<file path="src/stm_pkg.sv">
package stm_pkg;

	localparam int unsigned TIME_W     = 24;
	localparam int unsigned LIMIT_W    = 15;
	localparam int unsigned LOAD_W     = 16;
	localparam int unsigned COUNT_W    = 32;
	localparam int unsigned SCALE_W    = 14;
	localparam int unsigned MS_W       = 10;
	localparam int unsigned LIMIT_US_W = LIMIT_W + MS_W;
	localparam int unsigned DIVIDEND_W = TIME_W + SCALE_W;
	localparam int unsigned DIVISOR_W  = TIME_W;
	localparam int unsigned STEP_W     = $clog2(DIVIDEND_W);

	localparam logic [SCALE_W-1:0] LOAD_SCALE = SCALE_W'(10000);
	localparam logic [MS_W-1:0]    MS_TO_US   = MS_W'(1000);
	localparam logic [LOAD_W-1:0]  LOAD_MAX   = '1;

	typedef struct packed {
		logic [TIME_W-1:0] scan_time;
		logic [TIME_W-1:0] work_time;
		logic [TIME_W-1:0] cycle_time;
	} stm_in_t;

	typedef struct packed {
		logic [TIME_W-1:0]  scan_average;
		logic [TIME_W-1:0]  scan_peak;
		logic [TIME_W-1:0]  work_average;
		logic [TIME_W-1:0]  work_peak;
		logic [TIME_W-1:0]  cycle_average;
		logic [TIME_W-1:0]  cycle_peak;
		logic [LOAD_W-1:0]  load_hundredths;
		logic [COUNT_W-1:0] overrun_count;
	} stm_out_t;

	typedef struct packed {
		logic busy;
		logic done;
	} stm_div_status_t;

endpackage

</file>
<file path="src/stm_divider.sv">
module stm_divider
	import stm_pkg::*;
(
	input  logic                  clk,
	input  logic                  arst_n,
	input  logic                  start,
	input  logic [DIVIDEND_W-1:0] dividend,
	input  logic [DIVISOR_W-1:0]  divisor,
	output logic [DIVIDEND_W-1:0] quotient,
	output stm_div_status_t       status
);

	// The quotient shifts in from the right as the dividend shifts out on the left.
	logic [DIVIDEND_W-1:0] quo_q;
	logic [DIVISOR_W-1:0]  rem_q;
	logic [DIVISOR_W-1:0]  dsr_q;
	logic [STEP_W-1:0]     step_q;
	logic                  busy_q;
	logic                  done_q;

	logic [DIVISOR_W:0]    trial;
	logic [DIVISOR_W+1:0]  diff;
	logic                  fits;

	always_comb begin
		trial = {rem_q, quo_q[DIVIDEND_W-1]};
		diff  = {1'b0, trial} - {2'b00, dsr_q};
		fits  = ~diff[DIVISOR_W+1];
	end

	always_ff @(posedge clk or negedge arst_n) begin
		if (!arst_n) begin
			busy_q <= 1'b0;
			done_q <= 1'b0;
			step_q <= '0;
		end else begin
			// The done pulse follows the last quotient bit.
			done_q <= !start && busy_q && (step_q == '0);
			if (start) begin
				busy_q <= 1'b1;
				step_q <= STEP_W'(DIVIDEND_W - 1);
			end else if (busy_q) begin
				step_q <= step_q - STEP_W'(1);
				if (step_q == '0) begin
					busy_q <= 1'b0;
				end
			end
		end
	end

	always_ff @(posedge clk) begin
		if (start) begin
			quo_q <= dividend;
			rem_q <= '0;
			dsr_q <= divisor;
		end else if (busy_q) begin
			quo_q <= {quo_q[DIVIDEND_W-2:0], fits};
			rem_q <= fits ? diff[DIVISOR_W-1:0] : trial[DIVISOR_W-1:0];
		end
	end

	assign quotient    = quo_q;
	assign status.busy = busy_q;
	assign status.done = done_q;

endmodule

</file>
<file path="src/scan_timing_monitor.sv">
// Flow: an accepted word passes ST_START, then ST_DIV, where the bit-serial load divider
// works (one quotient bit per cycle over 38 bits), then ST_FIN, where the result moves into
// the output register and out_valid rises once that register is free or emptying.
// A word with zero cycle time skips the divider: it goes from ST_START straight to ST_FIN.
// One word at a time; the input stalls until the result has moved into the output register,
// so a new word is not taken while the previous one is still in progress.
// Reset (arst_n, asynchronous, active low) clears all averages, peaks, load,
// overrun count and the scan limit; the first word after reset seeds the averages.
module scan_timing_monitor
	import stm_pkg::*;
(
	input  logic               clk,
	input  logic               arst_n,
	input  logic               in_valid,
	output logic               in_stall,
	input  stm_in_t            in_data,
	output logic               out_valid,
	input  logic               out_stall,
	output stm_out_t           out_data,
	input  logic               cfg_we,
	input  logic [LIMIT_W-1:0] cfg_wdata
);

	typedef enum logic [1:0] {
		ST_IDLE,
		ST_START,
		ST_DIV,
		ST_FIN
	} state_t;

	state_t state_q;

	// Running figures. They change only when a word is accepted or the division ends,
	// so the result can be assembled from them once the load is known.
	logic                  first_seen_q;
	logic [TIME_W-1:0]     avg_scan_q;
	logic [TIME_W-1:0]     avg_work_q;
	logic [TIME_W-1:0]     avg_cycle_q;
	logic [TIME_W-1:0]     max_scan_q;
	logic [TIME_W-1:0]     max_work_q;
	logic [TIME_W-1:0]     max_cycle_q;
	logic [LOAD_W-1:0]     load_q;
	logic [COUNT_W-1:0]    overruns_q;

	// The limit is kept already scaled to microseconds; zero still means disabled.
	logic [LIMIT_US_W-1:0] limit_us_q;

	// Operands for the load divider, captured at acceptance.
	logic [DIVIDEND_W-1:0] product_q;
	logic [DIVISOR_W-1:0]  cycle_q;

	logic                  out_valid_q;
	stm_out_t              out_data_q;

	logic                  accept;
	logic                  div_start;
	logic [DIVIDEND_W-1:0] quotient;
	stm_div_status_t       div_status;
	logic                  over_limit;
	logic [LOAD_W-1:0]     load_sat;
	logic                  hand_over;

	// Moves one eighth of the distance toward the sample, truncated toward prev.
	function automatic logic [TIME_W-1:0] ema_eighth(input logic [TIME_W-1:0] prev,
			input logic [TIME_W-1:0] sample);
		logic [TIME_W-1:0] result;
		if (sample >= prev) begin
			result = prev + ((sample - prev) >> 3);
		end else begin
			result = prev - ((prev - sample) >> 3);
		end
		return result;
	endfunction

	function automatic logic [TIME_W-1:0] peak_of(input logic [TIME_W-1:0] prev,
			input logic [TIME_W-1:0] sample);
		return (sample > prev) ? sample : prev;
	endfunction

	assign in_stall  = (state_q != ST_IDLE);
	assign accept    = in_valid && !in_stall;
	assign div_start = (state_q == ST_START) && (cycle_q != '0);

	// The finished result moves to the output register once it is free or emptying.
	assign hand_over = (state_q == ST_FIN) && (!out_valid_q || !out_stall);

	// A strict compare at full width: the scaled limit is wider than the scan time.
	assign over_limit = (limit_us_q != '0) &&
		({{(LIMIT_US_W - TIME_W){1'b0}}, in_data.scan_time} > limit_us_q);

	// Any quotient bit above the load width means saturation.
	assign load_sat = (|quotient[DIVIDEND_W-1:LOAD_W]) ? LOAD_MAX : quotient[LOAD_W-1:0];

	stm_divider u_div (
		.clk      (clk),
		.arst_n   (arst_n),
		.start    (div_start),
		.dividend (product_q),
		.divisor  (cycle_q),
		.quotient (quotient),
		.status   (div_status)
	);

	always_ff @(posedge clk or negedge arst_n) begin
		if (!arst_n) begin
			limit_us_q <= '0;
		end else if (cfg_we) begin
			limit_us_q <= LIMIT_US_W'(cfg_wdata) * LIMIT_US_W'(MS_TO_US);
		end
	end

	always_ff @(posedge clk) begin
		if (accept) begin
			product_q <= DIVIDEND_W'(in_data.work_time) * DIVIDEND_W'(LOAD_SCALE);
			cycle_q   <= in_data.cycle_time;
		end
	end

	always_ff @(posedge clk or negedge arst_n) begin
		if (!arst_n) begin
			state_q      <= ST_IDLE;
			first_seen_q <= 1'b0;
			avg_scan_q   <= '0;
			avg_work_q   <= '0;
			avg_cycle_q  <= '0;
			max_scan_q   <= '0;
			max_work_q   <= '0;
			max_cycle_q  <= '0;
			load_q       <= '0;
			overruns_q   <= '0;
			out_valid_q  <= 1'b0;
		end else begin
			if (hand_over) begin
				out_valid_q <= 1'b1;
			end else if (out_valid_q && !out_stall) begin
				out_valid_q <= 1'b0;
			end
			unique case (state_q)
				ST_IDLE: begin
					if (accept) begin
						first_seen_q <= 1'b1;
						if (!first_seen_q) begin
							avg_scan_q  <= in_data.scan_time;
							avg_work_q  <= in_data.work_time;
							avg_cycle_q <= in_data.cycle_time;
						end else begin
							avg_scan_q  <= ema_eighth(avg_scan_q, in_data.scan_time);
							avg_work_q  <= ema_eighth(avg_work_q, in_data.work_time);
							avg_cycle_q <= ema_eighth(avg_cycle_q, in_data.cycle_time);
						end
						max_scan_q  <= peak_of(max_scan_q, in_data.scan_time);
						max_work_q  <= peak_of(max_work_q, in_data.work_time);
						max_cycle_q <= peak_of(max_cycle_q, in_data.cycle_time);
						if (over_limit) begin
							overruns_q <= overruns_q + COUNT_W'(1);
						end
						state_q <= ST_START;
					end
				end
				ST_START: begin
					// A zero cycle time leaves the load untouched and skips the divider.
					state_q <= (cycle_q != '0) ? ST_DIV : ST_FIN;
				end
				ST_DIV: begin
					if (div_status.done) begin
						load_q  <= load_sat;
						state_q <= ST_FIN;
					end
				end
				ST_FIN: begin
					if (hand_over) begin
						state_q <= ST_IDLE;
					end
				end
				default: begin
					state_q <= ST_IDLE;
				end
			endcase
		end
	end

	always_ff @(posedge clk) begin
		if (hand_over) begin
			out_data_q.scan_average    <= avg_scan_q;
			out_data_q.scan_peak       <= max_scan_q;
			out_data_q.work_average    <= avg_work_q;
			out_data_q.work_peak       <= max_work_q;
			out_data_q.cycle_average   <= avg_cycle_q;
			out_data_q.cycle_peak      <= max_cycle_q;
			out_data_q.load_hundredths <= load_q;
			out_data_q.overrun_count   <= overruns_q;
		end
	end

	assign out_valid = out_valid_q;
	assign out_data  = out_data_q;

endmodule
</file>
<file path="config.mk">
export PLATFORM = sky130hd
export DESIGN_NAME = scan_timing_monitor
export DESIGN_NICKNAME = d
export VERILOG_FILES = /design/src/stm_pkg.sv /design/src/stm_divider.sv /design/src/scan_timing_monitor.sv
export SDC_FILE = /design/constraint.sdc
export NUM_CORES = 2
export LEC_CHECK = 0
export BUFFER_PORTS_ARGS = -buffer_cell sky130_fd_sc_hd__buf_2
export CAP_MARGIN = 20
export CORE_MARGIN = 8
export CORE_UTILIZATION = 65
export CTS_CLUSTER_SIZE = 12
export DETAILED_ROUTE_END_ITERATION = 10
export HOLD_SLACK_MARGIN = 0.06
export PLACE_DENSITY = 0.89
export SLEW_MARGIN = 20
export SYNTH_ARGS = -nofsm -noshare
export SYNTH_HDL_FRONTEND = slang
export SYNTH_HIERARCHICAL = 1
export SYNTH_SLANG_ARGS = --single-unit
export TNS_END_PERCENT = 1
</file>
<file path="constraint.sdc">
create_clock -name clk -period 24.2 [get_ports clk]
set_clock_uncertainty 0.15 [all_clocks]
set_input_delay 1.21 -clock clk [delete_from_list [all_inputs] [get_ports clk]]
set_output_delay 1.21 -clock clk [all_outputs]
set_load 0.05 [all_outputs]
</file>
# Word level (Yosys, flattened, before mapping)

Index checks and enable logic that the tools add are counted.

Bits of input ports: 92
Output and inout port bits: 194
Register bits after elaboration: 562

Order comparisons: 7
Bitwise gates (word level): 1
Reduce and logical (&&, ||, !) cells: 27
Add/subtract/negate cells: 15
Equal/unequal tests: 6
Multiplexer cells: 22
$mul: 2

Operators with widths:

| operator               | count |
|---|---|
| $mux 24                | 7 |
| $sub 24x24->24         | 6 |
| $mux 38                | 2 |
| $add 24x21->24         | 3 |
| $ge 24x24->1           | 3 |
| $gt 24x24->1           | 3 |
| $sub 24x21->24         | 3 |
| $mul 24x10->34 const B | 1 |
| $add 32x1->32 const B  | 1 |
| $sub 25x24->26         | 1 |
| $gt 24x25->1           | 1 |
| $reduce_bool 25->1     | 1 |
| $reduce_bool 24->1     | 1 |
| $mul 15x7->22 const B  | 1 |
| $reduce_or 22->1       | 1 |
| $mux 16                | 1 |
| $reduce_and 3->1       | 5 |
| $mux 6                 | 2 |
| $pmux 2 s4             | 1 |
| $logic_and 1x1->1      | 7 |
| $logic_not 6->1        | 1 |
| $mux 1                 | 6 |
| $mux 2                 | 3 |
| $reduce_bool 2->1      | 3 |
| 10 further kinds       | 16 |

# Depth between registers and ports, before layout

Depth in word-level cells: 5
Mapped depth: 29
Depth with buffers taken out: 28

# Hierarchy

The synthesis kept the hierarchy.

By module, submodules not included:

| module              | cells each | times used | seq. area each (um2) | area each (um2) |
|---|---|---|---|---|
| scan_timing_monitor | 3731       | 1          | 12962.4              | 36801.5 |
| stm_divider         | 447        | 1          | 2542.4               | 5037.3 |

# Worst setup path before layout

No wires, ideal clock.

Path kind: in2reg
From: input out_stall
To: register out_data_q, in the netlist out_data[0] (enable)
Setup slack: 7.969 ns
Buffers on the path: 0
Stages on the path: 1
Arrival: 15.046 ns
Required time: 23.015 ns
Cell sequence: a21boi_0

Cells in the longest elaborated chain, start to end: 3

Ends and longest elaborated chain:

| element            | line                      | text |
|---|---|---|
| start: declaration | scan_timing_monitor.sv:18 | `input logic out_stall,` |
| $logic_not 1->1    | scan_timing_monitor.sv:85 | `assign hand_over = (state_q == ST_FIN) && (!out_valid_q \|\| !out_stall);` |
| $logic_or 1x1->1   | scan_timing_monitor.sv:85 |  |
| $logic_and 1x1->1  | scan_timing_monitor.sv:85 |  |
| end: declaration   | scan_timing_monitor.sv:53 | `stm_out_t out_data_q;` |

Every way passes these cells.
A chain may end at the register's enable or synchronous reset.

# Worst setup path in the final report

From: input in_data[29] (netlist bit)
To: register avg_work_q[23]

Cells in the longest elaborated chain, start to end: 4

Ends and longest elaborated chain:

| element                                          | line                                                 | text |
|---|---|---|
| start: declaration                               | scan_timing_monitor.sv:16                            | `input stm_in_t in_data,` |
| $sub 24x24->24 (on tied branches)                | scan_timing_monitor.sv:70, scan_timing_monitor.sv:68 |  |
| $sub 24x21->24 or $add 24x21->24 (tied branches) | scan_timing_monitor.sv:70, scan_timing_monitor.sv:68 |  |
| $mux 24 *                                        | scan_timing_monitor.sv:67                            | `if (sample >= prev) begin` |
| $mux 24 *                                        | scan_timing_monitor.sv:142                           | `if (!first_seen_q) begin` |
| end signal: assignment                           | scan_timing_monitor.sv:144                           | `avg_work_q <= in_data.work_time;` |
| end signal: assignment                           | scan_timing_monitor.sv:148                           | `avg_work_q <= ema_eighth(avg_work_q, in_data.work_time);` |
| end: declaration                                 | scan_timing_monitor.sv:37                            | `logic [TIME_W-1:0] avg_work_q;` |

Every way passes the cells marked *; elsewhere a longest branch is shown, timed or not.

==> results_dict.tcl <==
set metrics [dict create \
    required_ps 24530 \
    finalHoldViolCount 0 \
    drive_above_1_share_pct 11.6 \
    num_antenna_cells 0 \
    cts_resized 0 \
    wl_per_cell_um 20.2 \
    synth_area_sq_um 41800 \
    start_util_pct 65.4 \
    cts_buffers 59 \
    fill_cells 4586 \
    stdcell_count 5320 \
    viasPerCell 6.06 \
    clockBufferDepth 3 \
    chipHeight_um 270 \
    via_count 32200 \
    antenna_left 0 \
    root_buffer "clkbuf_16" \
    place.gp.congestion 0.974 \
    grt_start_max_net_pins 67 \
    yosys_warnings 6 \
    min_path_type "flip-flop to flip-flop" \
    start_kind "input pin" \
    final_common_cell "inv_1" \
    worstPathMaxFanout 31 \
    netlist_instances 4177 \
    grt_pass1_vias 32200 \
    hold-path-endpoint "out_data[104]$_DFFE_PP_" \
    cap_violations 0 \
    timing.fmax_ghz 0.137 \
    r2r_slack_ps 17180 \
    slew_headroom_pct 32.4 \
    period_share_pct 30.2 \
    dpl.cell_count 5210 \
    grt_usage_pct 28.7 \
    critPathArrivalTime_ps 7640 \
    grt_antenna_before_repair 2 \
    slew_violations 0 \
    r2r-start "avg_scan_q[1]$_DFFE_PN0P_" \
    clock_sinks 562 \
    hpwl_mm 81.8 \
    port_buffers 285 \
    cts_max_level 2 \
    setup_viol 0 \
    nNetsFinal 5110 \
    tns_ps 0 \
    coreArea_sq_um 64000 \
    post-route-util_pct 71.8 \
    cts_tree "done" \
    grt_pass1_wl_mm 171 \
    post_cts_buffers 0 \
    drc 0 \
    layout_common_cells "506 x inv_1, 489 x ha_1, 312 x edfxtp_1" \
    clkTransAtPathRegs_ps 60 \
    die_w_um 270 \
    worst-setup-path-type "input pin to flip-flop" \
    first_iter_violations 2686 \
    insertion_delay_ps 640 \
    placementRows 93 \
    ios 286 \
    status "finished clean" \
    postCtsHoldBufs 0 \
    fp.dieArea_sq_um 72700 \
    grt_setup_unrepaired "no" \
    min_from "max_work_q[8]$_DFFE_PN0P_" \
    synth.avg_cell_area_sq_um 10.0 \
    reg2reg_depth 25 \
    worst_hold_path.num_cells 0 \
    worst_pin_slew_ps 988 \
    r2r_end "avg_scan_q[20]$_DFFE_PN0P_" \
    wl_mm 108 \
    grt.overflow.total 0 \
    drt_pass1_iterations 6 \
    fin_crit_ps 7300 \
    end_kind "flip-flop" \
    area_delta_synth_final_pct 9.77 \
]
[stage by stage]
stage | instance area, sq um | setup slack [ps] | hold slack (ps)
2_1_floorplan | 41800 | 7970 | 275
3_3_place_gp | 44000 | 16540 | 277
3_5_place_dp | 44000 | 16450 | 280
4_1_cts | 45900 | 17100 | 293
5_1_grt | 45900 | 16420 | 306
6_report | 45900 | 16900 | 291
[per-layer routing]
layer	part of all wire (%)	GRT usage (%)
met1	41	37.0
met2	48	48.8
met3	6.5	4.39
met4	3.8	10.3
met5	0.014	0
[worst max-delay path, cell delays in order]
cell,delay [ps]
buf_2,260
inv_1,100
ha_1,400
a211oi_1,260
nor2_1,110
or3_1,310
o221a_2,270
a311oi_1,350
o21ai_0,170
o211ai_1,140
o41a_1,320
buf_4,370
o21ai_0,170
xnor2_1,160
ha_1,320
o21ai_0,110
o21bai_1,210
nor2_1,110
nor4_1,580
o21ai_0,290
a31o_2,300
o311a_1,380
o21bai_1,130
a21oi_1,90
xnor2_1,170
mux2i_1,250
a221oi_2,80
[worst max-delay path by stage]
stage | startpoint | endpoint | slack (ps) | depth (start not counted)
2_1_floorplan | out_stall | out_data[0]$_DFFE_PP_ | 7970 | 1
3_3_place_gp | in_data[1] | avg_cycle_q[22]$_DFFE_PN0P_ | 16540 | 28
3_5_place_dp | in_data[1] | avg_cycle_q[22]$_DFFE_PN0P_ | 16450 | 28
4_1_cts | in_data[1] | avg_cycle_q[22]$_DFFE_PN0P_ | 17100 | 28
5_1_grt | in_data[1] | avg_cycle_q[22]$_DFFE_PN0P_ | 16420 | 28
6_report | in_data[29] | avg_work_q[23]$_DFFE_PN0P_ | 16900 | 27
[layout make-up]
cell class / count / area [sq um] / share of cell area [%]
Clock inverter: 18 / 220 / 0.480
Clock buffer: 92 / 1690 / 3.68
Tap cell: 855 / 1070 / 2.33
Sequential cell: 562 / 15500 / 33.8
Inverter: 507 / 1900 / 4.15
Multi-Input combinational cell: 2981 / 23900 / 52.1
Timing Repair Buffer: 305 / 1590 / 3.45
[state kept, by name, summed over array words and instances, names as in the netlist, 32 cells and up]
name            flops
overruns_q         32
u_div/quotient     38
out_data          192
product_q          34
Power is left out: the tool's default activity adds up to more than one toggle a clock period on the data nets, which glitch-free logic cannot reach.
